[src/rtl/deqd_pkg.sv]
`timescale 1ns / 1ps

package deqd_pkg;

  localparam int DEPTH      = 64;
  localparam int DATA_WIDTH = 32;
  localparam int IDX_W      = $clog2(DEPTH);
  localparam int CNT_W      = $clog2(DEPTH + 1);

  localparam logic [2:0] OP_PUSH_BACK  = 3'd0;
  localparam logic [2:0] OP_POP_BACK   = 3'd1;
  localparam logic [2:0] OP_PUSH_FRONT = 3'd2;
  localparam logic [2:0] OP_POP_FRONT  = 3'd3;
  localparam logic [2:0] OP_DELETE     = 3'd4;
  localparam logic [2:0] OP_COUNT      = 3'd5;

  typedef struct packed {
    logic [2:0]            operation;
    logic [DATA_WIDTH-1:0] value;
  } req_t;

  typedef struct packed {
    logic [DATA_WIDTH-1:0] data_out;
    logic [CNT_W-1:0]      item_total;
    logic                  was_empty;
    logic                  dropped_full;
    logic                  match_found;
  } rsp_t;

endpackage

[src/rtl/double_ended_queue_with_delete.sv]
`timescale 1ns / 1ps

// bounded double-ended queue with delete-by-value, held in one ring memory
// request channel (req_valid / req_stall / req): one beat carries an
// operation code and a value; response channel (rsp_valid / rsp_stall / rsp):
// one beat per request with popped word, count after the operation and flags
// what each request does between accept and the response register:
//   push back, push front: one memory write, no read; count: no memory access
//   pop back, pop front: synchronous memory read, then the response
//   delete: walk from the front to the match, then shift the tail down,
//   one entry per cycle through the single read port
// one request is in flight at a time; req_stall is high while a request is
// at work and while a finished response waits under rsp_stall, and drops in
// the cycle the response beat is taken
// reset clears the front pointer, the count and the response valid; the ring
// memory itself is not cleared and needs no sweep, since only written slots
// are ever read
// while rsp_stall is high the response register holds its beat unchanged

module double_ended_queue_with_delete (
  input  logic          clk,
  input  logic          rst,
  input  logic          req_valid,
  output logic          req_stall,
  input  deqd_pkg::req_t req,
  output logic          rsp_valid,
  input  logic          rsp_stall,
  output deqd_pkg::rsp_t rsp
);

  localparam int IDX_W = deqd_pkg::IDX_W;
  localparam int CNT_W = deqd_pkg::CNT_W;
  localparam int DW    = deqd_pkg::DATA_WIDTH;

  typedef enum logic [1:0] {S_IDLE, S_POP, S_SEARCH, S_SHIFT} state_t;

  state_t           state;
  logic [IDX_W-1:0] front;
  logic [CNT_W-1:0] count;
  logic [CNT_W-1:0] idx;
  logic [DW-1:0]    key;

  logic [DW-1:0]    mem [deqd_pkg::DEPTH];
  logic [DW-1:0]    rd_data;
  logic [IDX_W-1:0] rd_addr;
  logic             wr_en;
  logic [IDX_W-1:0] wr_addr;
  logic [DW-1:0]    wr_data;

  logic             accept;
  logic             is_full;
  logic             is_empty;
  logic [CNT_W:0]   idx1;
  logic [CNT_W:0]   idx2;
  logic             more1;
  logic             more2;
  logic [IDX_W-1:0] front_dec;
  logic [IDX_W-1:0] front_inc;
  logic [CNT_W-1:0] count_dec;

  function automatic logic [IDX_W-1:0] slot(input logic [IDX_W-1:0] front_i,
                                            input logic [IDX_W-1:0] off);
    logic [IDX_W:0] sum;
    logic [IDX_W:0] red;
    sum = {1'b0, front_i} + {1'b0, off};
    red = sum - (IDX_W+1)'(deqd_pkg::DEPTH);
    return (sum >= (IDX_W+1)'(deqd_pkg::DEPTH)) ? red[IDX_W-1:0] : sum[IDX_W-1:0];
  endfunction

  assign req_stall = (state != S_IDLE) || (rsp_valid && rsp_stall);
  assign accept    = req_valid && !req_stall;
  assign is_full   = (count == CNT_W'(deqd_pkg::DEPTH));
  assign is_empty  = (count == '0);
  assign idx1      = {1'b0, idx} + (CNT_W+1)'(1);
  assign idx2      = {1'b0, idx} + (CNT_W+1)'(2);
  assign more1     = idx1 < {1'b0, count};
  assign more2     = idx2 < {1'b0, count};
  assign front_dec = (front == '0) ? IDX_W'(deqd_pkg::DEPTH - 1) : front - IDX_W'(1);
  assign front_inc = slot(front, IDX_W'(1));
  assign count_dec = count - CNT_W'(1);

  always_comb begin
    rd_addr = front;
    wr_en   = 1'b0;
    wr_addr = front;
    wr_data = req.value;
    unique case (state)
      S_IDLE: begin
        if (accept) begin
          unique case (req.operation)
            deqd_pkg::OP_PUSH_BACK: begin
              wr_en   = !is_full;
              wr_addr = slot(front, count[IDX_W-1:0]);
            end
            deqd_pkg::OP_PUSH_FRONT: begin
              wr_en   = !is_full;
              wr_addr = front_dec;
            end
            deqd_pkg::OP_POP_BACK: rd_addr = slot(front, count_dec[IDX_W-1:0]);
            default: rd_addr = front;
          endcase
        end
      end
      S_POP: rd_addr = front;
      S_SEARCH: rd_addr = slot(front, idx1[IDX_W-1:0]);
      S_SHIFT: begin
        rd_addr = slot(front, idx2[IDX_W-1:0]);
        wr_en   = 1'b1;
        wr_addr = slot(front, idx[IDX_W-1:0]);
        wr_data = rd_data;
      end
      default: rd_addr = front;
    endcase
  end

  always_ff @(posedge clk) begin
    if (wr_en) begin
      mem[wr_addr] <= wr_data;
    end
    rd_data <= mem[rd_addr];
  end

  always_ff @(posedge clk) begin
    if (rst) begin
      state     <= S_IDLE;
      front     <= '0;
      count     <= '0;
      rsp_valid <= 1'b0;
    end else begin
      if (rsp_valid && !rsp_stall) begin
        rsp_valid <= 1'b0;
      end
      unique case (state)
        S_IDLE: begin
          if (accept) begin
            key              <= req.value;
            rsp.data_out     <= '0;
            rsp.item_total   <= count;
            rsp.was_empty    <= 1'b0;
            rsp.dropped_full <= 1'b0;
            rsp.match_found  <= 1'b0;
            unique case (req.operation) inside
              deqd_pkg::OP_PUSH_BACK, deqd_pkg::OP_PUSH_FRONT: begin
                rsp_valid <= 1'b1;
                if (is_full) begin
                  rsp.dropped_full <= 1'b1;
                end else begin
                  count          <= count + CNT_W'(1);
                  rsp.item_total <= count + CNT_W'(1);
                  if (req.operation == deqd_pkg::OP_PUSH_FRONT) begin
                    front <= front_dec;
                  end
                end
              end
              deqd_pkg::OP_POP_BACK, deqd_pkg::OP_POP_FRONT: begin
                if (is_empty) begin
                  rsp.was_empty <= 1'b1;
                  rsp_valid     <= 1'b1;
                end else begin
                  count          <= count_dec;
                  rsp.item_total <= count_dec;
                  if (req.operation == deqd_pkg::OP_POP_FRONT) begin
                    front <= front_inc;
                  end
                  state <= S_POP;
                end
              end
              deqd_pkg::OP_DELETE: begin
                if (is_empty) begin
                  rsp_valid <= 1'b1;
                end else begin
                  idx   <= '0;
                  state <= S_SEARCH;
                end
              end
              default: rsp_valid <= 1'b1;
            endcase
          end
        end
        S_POP: begin
          rsp.data_out <= rd_data;
          rsp_valid    <= 1'b1;
          state        <= S_IDLE;
        end
        S_SEARCH: begin
          if (rd_data == key) begin
            if (more1) begin
              state <= S_SHIFT;
            end else begin
              count           <= count_dec;
              rsp.item_total  <= count_dec;
              rsp.match_found <= 1'b1;
              rsp_valid       <= 1'b1;
              state           <= S_IDLE;
            end
          end else if (more1) begin
            idx <= idx1[CNT_W-1:0];
          end else begin
            rsp_valid <= 1'b1;
            state     <= S_IDLE;
          end
        end
        S_SHIFT: begin
          if (more2) begin
            idx <= idx1[CNT_W-1:0];
          end else begin
            count           <= count_dec;
            rsp.item_total  <= count_dec;
            rsp.match_found <= 1'b1;
            rsp_valid       <= 1'b1;
            state           <= S_IDLE;
          end
        end
        default: state <= S_IDLE;
      endcase
    end
  end

endmodule

[config.mk]
export PLATFORM = sky130hd
export DESIGN_NAME = double_ended_queue_with_delete
export DESIGN_NICKNAME = d
export VERILOG_FILES = /design/src/rtl/deqd_pkg.sv /design/src/rtl/double_ended_queue_with_delete.sv
export SDC_FILE = /design/constraint.sdc
export NUM_CORES = 2
export LEC_CHECK = 0
export ABC_CLOCK_PERIOD_IN_PS = 7700
export CAP_MARGIN = 5
export CORE_ASPECT_RATIO = 1.5
export CORE_MARGIN = 2
export CORE_UTILIZATION = 45
export DETAILED_ROUTE_END_ITERATION = 7
export DONT_BUFFER_PORTS = 1
export GPL_TIMING_DRIVEN = 1
export MAX_ROUTING_LAYER = met4
export PLACE_DENSITY = 0.65
export SKIP_CTS_REPAIR_TIMING = 1
export SLEW_MARGIN = 10
export SYNTH_ARGS = -nofsm -noshare
export SYNTH_HDL_FRONTEND = slang
export SYNTH_SLANG_ARGS = --single-unit
[constraint.sdc]
create_clock -name clk -period 7.7 [get_ports clk]
set_input_delay 1.155 -clock clk [delete_from_list [all_inputs] [get_ports clk]]
set_output_delay 1.155 -clock clk [all_outputs]
set_load 0.005 [all_outputs]
==> out/metrics.cfg <==
[status]
outcome=completed

[pwr]
power_density_nw_per_um2=352.2
p_leak_nw=33.81
p_int_mw=22.18
pwr-share-comb=0.315
swShare=0.3606
p_sw_mw=12.51
report.power.total_mw=34.69
p_seq_frac=0.402
power_frac_clock=0.283
ir_drop_mv=0.3448

[worst_setup_path]
cp_slowest_cell=nor4_1
crit_family=simple AND/OR/NAND/NOR gates
end_kind=flip-flop
crit_buf_inv=3
cp_slowest_stage_delay_ns=0.94
cp_data_arrival_time_ns=7.16
critPathKind=reg2reg
crit_chain=ha_2 > inv_1 > mux2_2 > ha_1 > xnor2_1 > a32oi_1 > o211a_4 > buf_4 > buf_4 > a221oi_1 > nor4_1 > nand2_1 > and4_1
cpMostUsedCell=buf_4
crit_path_start_kind=flip-flop
worstPathRequired_ns=8.43
cp_max_fo=56

[timing]
post-route-period-util=0.8351
worst_pin_slew_ns=1.377
slew_headroom=0.07351
layout_setup_ws_ns=1.270
final.setup_skew_ns=0.04354
hold_viol=0
drv_slew=0
setup_viol=0
finalCriticalPeriod_ns=6.430
rsz0062_at_grt=false
setup-tns-final_ns=0
timing.fmax_mhz=155.5

[drt]
wl_um=269400
vias_per_cell=6.095
drtPass1Iterations=8
num_vias=55540
wl_per_cell_um=29.56
drtIter0Drc=7088
drc=0
drtAntennaViolNets=0

[logic_synthesis]
yosysSeqAreaShare=0.7374
syn_area_um2=88000
synthesis.nets=6328
synth_ff_type=edfxtp_1
synth_top_cell_by_area=edfxtp_1
synth_seq_cells=2177
yosysWarnings=0
synth_cells=6240
synthDistinctLibCells=85
avgSynthCellArea_um2=14.10
synth_edf_count=2129
synth-async-reset-ratio=0
synth_area_leaders=edfxtp_1 73%, nand2_1 5.6%, mux2i_1 3.6%
synth_top_area_share=0.7265

[clock_network]
cts.sinks=2177
cts_max_level=4
cts_buffers=197
cts_tree=done
cts.path.max_buffers=4
insertion_delay_ns=0.85
cts-root-buf=clkbuf_16
clk_pin_slew_ns=0.07

[finish]
utilization=0.5071
final_common_cell=edfxtp_1
syn_to_final_growth_pct=11.93
most-common-layout-cells=2129 x edfxtp_1, 1309 x nand2_1, 522 x nand3_1, 341 x a21oi_1, 318 x mux2i_1
stdcell_area_um2=98490
nets=6341
drive_above_1_share=0.1059

[die]
die_h_um=545.6
start_util=0.4531
fp.dieW_um=365.1
io_pins=83
fp.dieArea_um2=199200
core_um2=194200
rows=198

[global_routing]
grt_max_degree=177
grt_antenna_before_repair=33
overflow=0
grt.total_usage=0.2736
first_global_vias=53427
grt_pass1_wl_um=380000

[place]
io_buffers=0
post-place-ws_ns=1.402
place_congestion=0.9300
placed_area_um2=91900
dpl.hpwl_um=157900

[job]
maxCapViolations=0

[hold_path]
hp-class=in2reg

## final timing paths
path                            startpoint    endpoint  slack, ns  cells after the start
worst min-delay path                   rst    front[0]       0.38                      1
worst min register to register    state[1]    state[1]       0.59                      2
worst max-delay path              state[0]  rd_data[7]       1.27                     13
worst max register to register    state[0]  rd_data[7]       1.27                     13
## synth_stat cells (45+ instances only)
master / n
edfxtp_1: 2129
nand2_1: 1309
nand3_1: 525
a21oi_1: 344
mux2i_1: 318
clkbuf_1: 168
buf_2: 147
a32oi_1: 136
a221oi_1: 125
nor2_1: 83
nor4_1: 79
o22ai_1: 77
nor3_1: 64
buf_4: 53
dfxtp_1: 48
inv_1: 48
ha_1: 45
## cell type report
type | instances | area, um2
sequential | 2177 | 64890
inverter | 51 | 191.4
tap | 2600 | 3253
multi-input combinational | 3592 | 21510
clock inverter | 97 | 1032
timing repair buffer | 234 | 2051
antenna | 103 | 257.7
clock buffer | 258 | 5301
fill | 16090 | 95740
## worst reg2reg max path, cell delays in order (launching register included)
cell and delay [ns]:
dfxtp_1 0.36, ha_2 0.24, inv_1 0.37, mux2_2 0.43
ha_1 0.33, xnor2_1 0.14, a32oi_1 0.28, o211a_4 0.82
buf_4 0.66, buf_4 0.51, a221oi_1 0.21, nor4_1 0.94
nand2_1 0.66, and4_1 0.37
## power by group through the flow
| stage | Sequential, mW | Clock [mW] | Combinational, mW |
|---|---|---|---|
| after floorplan | 13.9 | 0 | 6.85 |
| after global placement | 14.2 | 0 | 10.6 |
| after detailed placement | 14.2 | 0 | 10.7 |
| after CTS | 13.9 | 9.88 | 10.8 |
| after global routing | 13.9 | 10.3 | 11.5 |
| final | 14.0 | 9.83 | 10.9 |
## flip-flops by register name (all words and copies together), names as in the netlist
signal / flops
rsp: 42
count: 7
rsp_valid: 1
idx: 7
state: 2
rd_data: 32
front: 6
mem: 2048
key: 32
## per-layer routing
metal | global-route usage | vias up | wire (um)
met1 | 0.3084 | 28016 | 92020
li1 | - | 23858 | -
met4 | 0.1914 | 0 | 21280
met3 | 0.03989 | 730 | 22180
met2 | 0.4473 | 2936 | 133900
met5 | - | - | 0
## cells by family (layout without fill, tap and decap cells)
| group | Yosys count | count (layout) | share of synthesized area |
|---|---|---|---|
| and+or+nand+nor | 2209 | 2209 | 0.1102 |
| DFF | 2177 | 2177 | 0.7374 |
| AOI/OAI and AO/OA | 921 | 921 | 0.07264 |
| buffers and inverters | 471 | 640 | 0.02576 |
| muxes | 352 | 352 | 0.04052 |
| xor gates and xnor gates | 61 | 61 | 0.006072 |
| adders and majority gates | 49 | 49 | 0.007309 |
| other | 0 | 103 | 0 |
## per-stage QoR
stage,cells,hold slack (ns)
floorplan,6240,0.5334
global placement,8647,0.5561
detailed placement,8654,0.5751
CTS,9009,0.3335
global route,9109,0.3568
finish,9112,0.3794
No activity file was read; power rests on OpenSTA's default activity.
